## config.mk

```make
export PLATFORM = sky130hd
export DESIGN_NAME = utf8_stream_decoder
export DESIGN_NICKNAME = d
export VERILOG_FILES = /design/src/sv/u8dec_pkg.sv /design/src/sv/u8dec_front.sv /design/src/sv/u8dec_fifo.sv /design/src/sv/u8dec_back.sv /design/src/sv/utf8_stream_decoder.sv
export SDC_FILE = /design/constraint.sdc
export NUM_CORES = 1
export LEC_CHECK = 0
export BUFFER_PORTS_ARGS = -buffer_cell sky130_fd_sc_hd__buf_4
export CORE_MARGIN = 10
export CORE_UTILIZATION = 45
export DETAILED_ROUTE_END_ITERATION = 12
export PLACE_DENSITY = 0.71
export SYNTH_ARGS = -nofsm -noshare
export SYNTH_HDL_FRONTEND = slang
export SYNTH_SLANG_ARGS = --single-unit
```

## constraint.sdc

```tcl
create_clock -name clk -period 2.2 [get_ports clk]
set_input_delay 0.22 -clock clk [delete_from_list [all_inputs] [get_ports clk]]
set_output_delay 0.22 -clock clk [all_outputs]
set_load 0.05 [all_outputs]
```

## src/sv/u8dec_pkg.sv

```systemverilog
// Shared types and constants for the UTF-8 stream decoder.
`timescale 1ns / 1ps

package u8dec_pkg;

	// Lead byte masks and prefixes
	localparam logic [7:0] MASK_ASCII = 8'h80;
	localparam logic [7:0] PFX_ASCII  = 8'h00;
	localparam logic [7:0] MASK_LEAD2 = 8'hE0;
	localparam logic [7:0] PFX_LEAD2  = 8'hC0;
	localparam logic [7:0] MASK_LEAD3 = 8'hF0;
	localparam logic [7:0] PFX_LEAD3  = 8'hE0;
	localparam logic [7:0] MASK_LEAD4 = 8'hF8;
	localparam logic [7:0] PFX_LEAD4  = 8'hF0;

	localparam int CP_W    = 21;
	localparam int LEN_W   = 3;
	localparam int BITS_W  = 7;
	localparam int CONT_W  = 6;

	// Queue between classifier and assembler
	localparam int QDEPTH  = 4;
	localparam int QAW     = $clog2(QDEPTH);
	localparam int QCNT_W  = $clog2(QDEPTH + 1);

	typedef enum logic [2:0] {
		K_ASCII,
		K_BAD,
		K_LEAD,
		K_CONT,
		K_LAST
	} kind_t;

	typedef struct packed {
		kind_t              kind;
		logic [LEN_W-1:0]   len;
		logic [BITS_W-1:0]  bits;
	} entry_t;

endpackage

```

## src/sv/u8dec_front.sv

```systemverilog
// Byte classifier: tracks sequence position and tags each byte for the assembler.
`timescale 1ns / 1ps

module u8dec_front (
	input  logic                clk,
	input  logic                arst_n,
	input  logic                byte_valid,
	output logic                byte_ready,
	input  logic [7:0]          in_byte,
	input  logic                q_full,
	output logic                q_push,
	output u8dec_pkg::entry_t   q_entry
);

	logic [1:0] bytes_left_q;
	logic [1:0] bytes_left_nxt;

	assign byte_ready = !q_full;
	assign q_push     = byte_valid && byte_ready;

	always_comb begin
		q_entry        = '0;
		bytes_left_nxt = bytes_left_q;
		if (bytes_left_q != 2'd0) begin
			// inside a sequence every byte counts as continuation, top bits ignored
			q_entry.kind   = (bytes_left_q == 2'd1) ? u8dec_pkg::K_LAST : u8dec_pkg::K_CONT;
			q_entry.len    = 3'd0;
			q_entry.bits   = {1'b0, in_byte[5:0]};
			bytes_left_nxt = bytes_left_q - 2'd1;
		end else if ((in_byte & u8dec_pkg::MASK_ASCII) == u8dec_pkg::PFX_ASCII) begin
			q_entry.kind = u8dec_pkg::K_ASCII;
			q_entry.len  = 3'd1;
			q_entry.bits = in_byte[6:0];
		end else if ((in_byte & u8dec_pkg::MASK_LEAD2) == u8dec_pkg::PFX_LEAD2) begin
			q_entry.kind   = u8dec_pkg::K_LEAD;
			q_entry.len    = 3'd2;
			q_entry.bits   = {2'b00, in_byte[4:0]};
			bytes_left_nxt = 2'd1;
		end else if ((in_byte & u8dec_pkg::MASK_LEAD3) == u8dec_pkg::PFX_LEAD3) begin
			q_entry.kind   = u8dec_pkg::K_LEAD;
			q_entry.len    = 3'd3;
			q_entry.bits   = {3'b000, in_byte[3:0]};
			bytes_left_nxt = 2'd2;
		end else if ((in_byte & u8dec_pkg::MASK_LEAD4) == u8dec_pkg::PFX_LEAD4) begin
			q_entry.kind   = u8dec_pkg::K_LEAD;
			q_entry.len    = 3'd4;
			q_entry.bits   = {4'b0000, in_byte[2:0]};
			bytes_left_nxt = 2'd3;
		end else begin
			q_entry.kind = u8dec_pkg::K_BAD;
			q_entry.len  = 3'd1;
			q_entry.bits = '0;
		end
	end

	always_ff @(posedge clk or negedge arst_n) begin
		if (!arst_n) begin
			bytes_left_q <= 2'd0;
		end else if (q_push) begin
			bytes_left_q <= bytes_left_nxt;
		end
	end

endmodule

```

## src/sv/u8dec_fifo.sv

```systemverilog
// Short queue of classified bytes between classifier and assembler.
`timescale 1ns / 1ps

module u8dec_fifo (
	input  logic                clk,
	input  logic                arst_n,
	input  logic                push,
	input  u8dec_pkg::entry_t   wr_entry,
	input  logic                pop,
	output u8dec_pkg::entry_t   rd_entry,
	output logic                full,
	output logic                empty
);

	u8dec_pkg::entry_t                  slot_q [u8dec_pkg::QDEPTH];
	logic [u8dec_pkg::QAW-1:0]          wr_ptr_q;
	logic [u8dec_pkg::QAW-1:0]          rd_ptr_q;
	logic [u8dec_pkg::QCNT_W-1:0]       cnt_q;

	assign full     = (cnt_q == u8dec_pkg::QCNT_W'(u8dec_pkg::QDEPTH));
	assign empty    = (cnt_q == '0);
	assign rd_entry = slot_q[rd_ptr_q];

	always_ff @(posedge clk) begin
		if (push) begin
			slot_q[wr_ptr_q] <= wr_entry;
		end
	end

	always_ff @(posedge clk or negedge arst_n) begin
		if (!arst_n) begin
			wr_ptr_q <= '0;
			rd_ptr_q <= '0;
			cnt_q    <= '0;
		end else begin
			if (push) begin
				wr_ptr_q <= wr_ptr_q + 1'b1;
			end
			if (pop) begin
				rd_ptr_q <= rd_ptr_q + 1'b1;
			end
			if (push && !pop) begin
				cnt_q <= cnt_q + 1'b1;
			end else if (pop && !push) begin
				cnt_q <= cnt_q - 1'b1;
			end
		end
	end

endmodule

```

## src/sv/u8dec_back.sv

```systemverilog
// Code point assembler with registered output stage.
`timescale 1ns / 1ps

module u8dec_back (
	input  logic                                clk,
	input  logic                                arst_n,
	input  logic                                q_empty,
	input  u8dec_pkg::entry_t                   q_entry,
	output logic                                q_pop,
	output logic                                cp_valid,
	input  logic                                cp_ready,
	output logic [u8dec_pkg::CP_W-1:0]          code_point,
	output logic [u8dec_pkg::LEN_W-1:0]         seq_length,
	output logic                                bad_lead
);

	logic [u8dec_pkg::CP_W-1:0]     accum_q;
	logic [u8dec_pkg::LEN_W-1:0]    len_q;
	logic                           out_valid_q;
	logic [u8dec_pkg::CP_W-1:0]     cp_q;
	logic [u8dec_pkg::LEN_W-1:0]    seq_len_q;
	logic                           bad_q;
	logic [u8dec_pkg::CP_W-1:0]     shifted;
	logic                           out_load;

	// output slot frees up when empty or being taken this cycle
	assign q_pop   = !q_empty && (!out_valid_q || cp_ready);
	assign shifted = {accum_q[u8dec_pkg::CP_W-u8dec_pkg::CONT_W-1:0],
		q_entry.bits[u8dec_pkg::CONT_W-1:0]};
	assign out_load = q_pop && (q_entry.kind == u8dec_pkg::K_ASCII ||
		q_entry.kind == u8dec_pkg::K_BAD || q_entry.kind == u8dec_pkg::K_LAST);

	assign cp_valid   = out_valid_q;
	assign code_point = cp_q;
	assign seq_length = seq_len_q;
	assign bad_lead   = bad_q;

	always_ff @(posedge clk or negedge arst_n) begin
		if (!arst_n) begin
			out_valid_q <= 1'b0;
			accum_q     <= '0;
			len_q       <= '0;
			cp_q        <= '0;
			seq_len_q   <= '0;
			bad_q       <= 1'b0;
		end else begin
			if (out_load) begin
				out_valid_q <= 1'b1;
			end else if (cp_ready) begin
				out_valid_q <= 1'b0;
			end
			if (q_pop) begin
				case (q_entry.kind)
					u8dec_pkg::K_ASCII: begin
						cp_q        <= u8dec_pkg::CP_W'(q_entry.bits);
						seq_len_q   <= q_entry.len;
						bad_q       <= 1'b0;
					end
					u8dec_pkg::K_BAD: begin
						cp_q        <= '0;
						seq_len_q   <= q_entry.len;
						bad_q       <= 1'b1;
					end
					u8dec_pkg::K_LEAD: begin
						accum_q <= u8dec_pkg::CP_W'(q_entry.bits);
						len_q   <= q_entry.len;
					end
					u8dec_pkg::K_CONT: begin
						accum_q <= shifted;
					end
					u8dec_pkg::K_LAST: begin
						cp_q        <= shifted;
						seq_len_q   <= len_q;
						bad_q       <= 1'b0;
						accum_q     <= '0;
						len_q       <= '0;
					end
					default: begin
						accum_q <= accum_q;
					end
				endcase
			end
		end
	end

endmodule

```

## src/sv/utf8_stream_decoder.sv

```systemverilog
// Top level of the byte-serial UTF-8 decoder.
//
// Input channel: one raw byte per transfer on in_byte (byte_valid/byte_ready).
// Output channel: one result per completed sequence (cp_valid/cp_ready) with
// code_point, seq_length and bad_lead. A byte with the shape of a
// continuation or a 11111xxx byte, seen where a lead is expected, gives a
// result with bad_lead set, code_point 0 and seq_length 1.
// Continuation bytes are not checked; overlong forms pass through.
// Throughput: one byte per cycle while the queue is not full, set by the
// classifier and the assembler each handling one byte a cycle.
// The result of a sequence's last byte goes through the queue write and
// then the output register before it is valid.
// A four-entry queue sits between the classifier and the assembler. When the
// receiver holds cp_ready low the result register holds, the queue fills,
// and byte_ready drops once it is full.
// Reset (arst_n low) empties the queue and the output register and returns
// the decoder to expecting a lead byte.
`timescale 1ns / 1ps

module utf8_stream_decoder (
	input  logic                                clk,
	input  logic                                arst_n,
	input  logic                                byte_valid,
	output logic                                byte_ready,
	input  logic [7:0]                          in_byte,
	output logic                                cp_valid,
	input  logic                                cp_ready,
	output logic [u8dec_pkg::CP_W-1:0]          code_point,
	output logic [u8dec_pkg::LEN_W-1:0]         seq_length,
	output logic                                bad_lead
);

	u8dec_pkg::entry_t  wr_entry;
	u8dec_pkg::entry_t  rd_entry;
	logic               q_push;
	logic               q_pop;
	logic               q_full;
	logic               q_empty;

	u8dec_front u_front (
		.clk        (clk),
		.arst_n     (arst_n),
		.byte_valid (byte_valid),
		.byte_ready (byte_ready),
		.in_byte    (in_byte),
		.q_full     (q_full),
		.q_push     (q_push),
		.q_entry    (wr_entry)
	);

	u8dec_fifo u_fifo (
		.clk      (clk),
		.arst_n   (arst_n),
		.push     (q_push),
		.wr_entry (wr_entry),
		.pop      (q_pop),
		.rd_entry (rd_entry),
		.full     (q_full),
		.empty    (q_empty)
	);

	u8dec_back u_back (
		.clk        (clk),
		.arst_n     (arst_n),
		.q_empty    (q_empty),
		.q_entry    (rd_entry),
		.q_pop      (q_pop),
		.cp_valid   (cp_valid),
		.cp_ready   (cp_ready),
		.code_point (code_point),
		.seq_length (seq_length),
		.bad_lead   (bad_lead)
	);

endmodule

```

==> qor.json <==
{
  "routing": {
    "route.antenna.remaining_nets": 0,
    "detail_route.wl_per_cell_um": 17.29,
    "drt_pass1_iterations": 4,
    "num_vias": 2358,
    "drcViolationCount": 0,
    "detail_route.vias_per_cell": 5.384,
    "detail_route.iter0.violations": 126,
    "route.final.wire_length_mm": 7.571
  },
  "critical_path": {
    "cp_launch_type": "register",
    "worst_path_dominant_cell_family": "compound AO/OA/AOI/OAI gates",
    "cp_data_required_time_ns": 2.45,
    "critical_path.max_fanout": 21,
    "startpoint": "u_fifo.rd_ptr_q[0]",
    "rr_startpoint": "u_fifo.rd_ptr_q[0]",
    "critical_path_class": "register to register",
    "worstPathCellList": "mux4_2, a2111o_1, buf_4, a22o_1",
    "cp-end-kind": "register",
    "cpPeakStageDelay_ns": 0.60,
    "crit_path_top_delay_cell": "sky130_fd_sc_hd__mux4_2",
    "r2r_end": "u_back.code_point[12]",
    "worst-r2r-cell-count": 4,
    "critPathArrivalTime_ns": 2.31,
    "critPathBufInv": 1,
    "setup.reg_to_reg.worst_slack_ns": 0.15
  },
  "die": {
    "die_height_um": 116.9,
    "row_count": 35,
    "io-pin-count": 39,
    "die_area_um2": 13660,
    "die_width_um": 116.9,
    "start_util_pct": 45.92,
    "core_region_area_um2": 9196
  },
  "global_routing": {
    "grt_remaining_overflow": 0,
    "grt_start_max_net_pins": 54,
    "grt_pass1_wl_mm": 12.56,
    "grt_pass1_vias": 2462,
    "overall_track_demand_over_capacity_in_global_routing_pct": 11.92,
    "antenna_found_initial": 0
  },
  "final_layout": {
    "post_route_cells_drive_above_1_share_pct": 30.58,
    "area_delta_synth_final_pct": 17.66,
    "layout_common_cells": "sky130_fd_sc_hd__buf_4, sky130_fd_sc_hd__dfrtp_1, sky130_fd_sc_hd__edfxtp_1, sky130_fd_sc_hd__a22o_1, sky130_fd_sc_hd__mux4_2",
    "antenna_cells": 0,
    "total_area_of_multi_input_combinational_cells_um2": 1224,
    "register_area_um2": 2889,
    "design.final.nets": 340,
    "finish.cell_count_without_fillers": 438,
    "mostFrequentLayoutCell": "sky130_fd_sc_hd__buf_4",
    "final.fill_count": 775
  },
  "synthesis": {
    "yosys.area.top_type_share_pct": 36.98,
    "yosysWarnings": 0,
    "syn-instance-count": 265,
    "synth_area_leader_cell": "sky130_fd_sc_hd__edfxtp_1",
    "post_synth_main_area_contributors": "sky130_fd_sc_hd__edfxtp_1, sky130_fd_sc_hd__dfrtp_1, sky130_fd_sc_hd__mux4_2",
    "post_synth_instance_area_um2": 4223,
    "synth.yosys.seq_area_share_pct": 68.39,
    "synth.ff_latch_count": 105,
    "syn-num-nets": 283,
    "average_cell_area_after_synthesis_um2": 15.94,
    "netlist-cell-type-count": 39
  },
  "sta": {
    "number_of_hold_violations_in_the_final_report": 0,
    "timing.max_slew.rel_slack_pct": 56.92,
    "maxSlewViolCount": 0,
    "finalSetupViolCount": 0,
    "finalSetupTns_ns": 0,
    "final_critical_path_setup_slack_ns": 0.1454,
    "fin_crit_ns": 2.055,
    "achievable_freq_mhz": 486.7,
    "rsz0062_at_grt": "no",
    "fin_worst_skew_ns": 0.004926,
    "worst-slew-pin-transition_ns": 0.6462,
    "period_share_pct": 93.39,
    "holdWs_ns": 0.2129
  },
  "clock_network": {
    "cts.path.max_buffers": 2,
    "clock_tree_from_tritoncts": "yes",
    "insertion_delay_ns": 0.36,
    "cts_htree_levels": 3,
    "cts_inserted_buffers": 9,
    "cts_post_setup_buffers_inserted": 0,
    "cts_num_sinks": 105,
    "cts.clk_slew.worst_paths_ns": 0.09,
    "clk_root_buffer_cell": "sky130_fd_sc_hd__clkbuf_8"
  },
  "placed_design": {
    "post-place-ws_ns": 0.08800,
    "placed_instance_count": 421,
    "dpl.hpwl_mm": 5.528,
    "numPortBuffers": 38,
    "place.gp.congestion": 0.7520
  },
  "power": {
    "vdd.ir_drop.worst_uv": 548.2,
    "power_leakage_nw": 2.092,
    "cellPowerDensity_nw_per_um2": 1534
  },
  "min_path": {
    "worstHoldPathCells": 2,
    "min-delay-path-class": "input port to register",
    "whs_endpoint": "u_fifo.slot_q[1][6]",
    "min_from": "in_byte[7]"
  },
  "status": {
    "status": "finished, final reports clean"
  },
  "job": {
    "drv_cap": 0
  }
}
## where the power goes
part / internal (mW) / leakage, nW / switching (mW) / total [mW]
Clock: 0.594 / 0.110 / 0.608 / 1.20
Combinational: 1.43 / 0.812 / 1.90 / 3.33
Sequential: 2.74 / 1.17 / 0.353 / 3.09
Total: 4.76 / 2.09 / 2.86 / 7.62
## what timing repair did
action / 4_1_cts / 5_1_grt
endpoints found under the setup margin: 0 / 19
hold buffers: 1 / 0
endpoints found under the hold margin: 53 / 0
resized for setup: 0 / 4
## per-stage QoR
stage	cell area [µm²]	util (%)	total power [mW]
2_1_floorplan	4223	-	5.436
3_3_place_gp	4747	51.62	6.395
3_5_place_dp	4747	51.62	6.490
4_1_cts	4962	53.96	7.694
5_1_grt	4969	54.03	8.129
6_report	4969	54.03	7.621
## worst max path at each step
stage | endpoint | slack [ns] | cells after the start
floorplan | u_fifo.cnt_q[2] | 0.09 | 9
global placement | u_back.code_point[17] | 0.14 | 6
detailed placement | u_fifo.cnt_q[2] | 0.09 | 9
CTS | u_fifo.cnt_q[2] | 0.04 | 9
global route | u_back.seq_length[2] | 0.009 | 5
finish | u_back.code_point[12] | 0.15 | 4
## area by class of cell
cell class                      instances  share of cell area [%]
Tap cell                              111                   2.795
Clock buffer                           12                   3.148
Clock inverter                          4                  0.9821
Timing Repair Buffer                   60                   9.620
Inverter                                9                  0.6799
Sequential cell                       105                   58.15
Multi-Input combinational cell        137                   24.63
## cell families (layout without fill, tap and decap cells)
group | Yosys count | count (layout) | share of synthesized area [%]
xor+xnor | 7 | 7 | 1.452
fa+ha+maj | 6 | 6 | 1.956
compound gates | 54 | 54 | 10.40
simple gates | 50 | 50 | 6.341
mux | 20 | 20 | 8.711
buf+inv | 23 | 85 | 2.756
flops | 105 | 105 | 68.39
## state kept, by name, summed over array words and instances (netlist names)
signal and count:
u_fifo.wr_ptr_q 2, u_front.bytes_left_q 2, u_fifo.rd_ptr_q 2, u_back.len_q 3, u_back.cp_valid 1, u_fifo.slot_q 52
u_back.bad_lead 1, u_back.accum_q 15, u_fifo.cnt_q 3, u_back.code_point 21, u_back.seq_length 3
## synthesized netlist by cell type (all sizes together)
library cell	count
a2111o	1
a21boi	1
a21oi	8
a22o	29
a31o	1
a32o	7
and2	5
and3	1
and3b	1
buf	7
clkbuf	7
dfrtp	53
edfxtp	52
fa	1
ha	5
inv	9
mux2	4
mux2i	3
mux4	13
nand2	12
nand2b	2
nor2	9
nor2b	10
nor3	5
nor3b	1
nor4	1
o211ai	1
o21ai	4
o21bai	1
o31a	1
or2	1
or3	1
or3b	1
xnor2	5
xor2	2
## metal layers
metal / vias to the layer above / track usage, % / wire length [µm]
li1: 1115 / - / -
met1: 1190 / 14.33 / 3298
met2: 46 / 20.28 / 3803
met3: 7 / 4.179 / 405
met4: 0 / 2.471 / 63
met5: - / 0 / 0
Power figures use the tool's default switching activity.
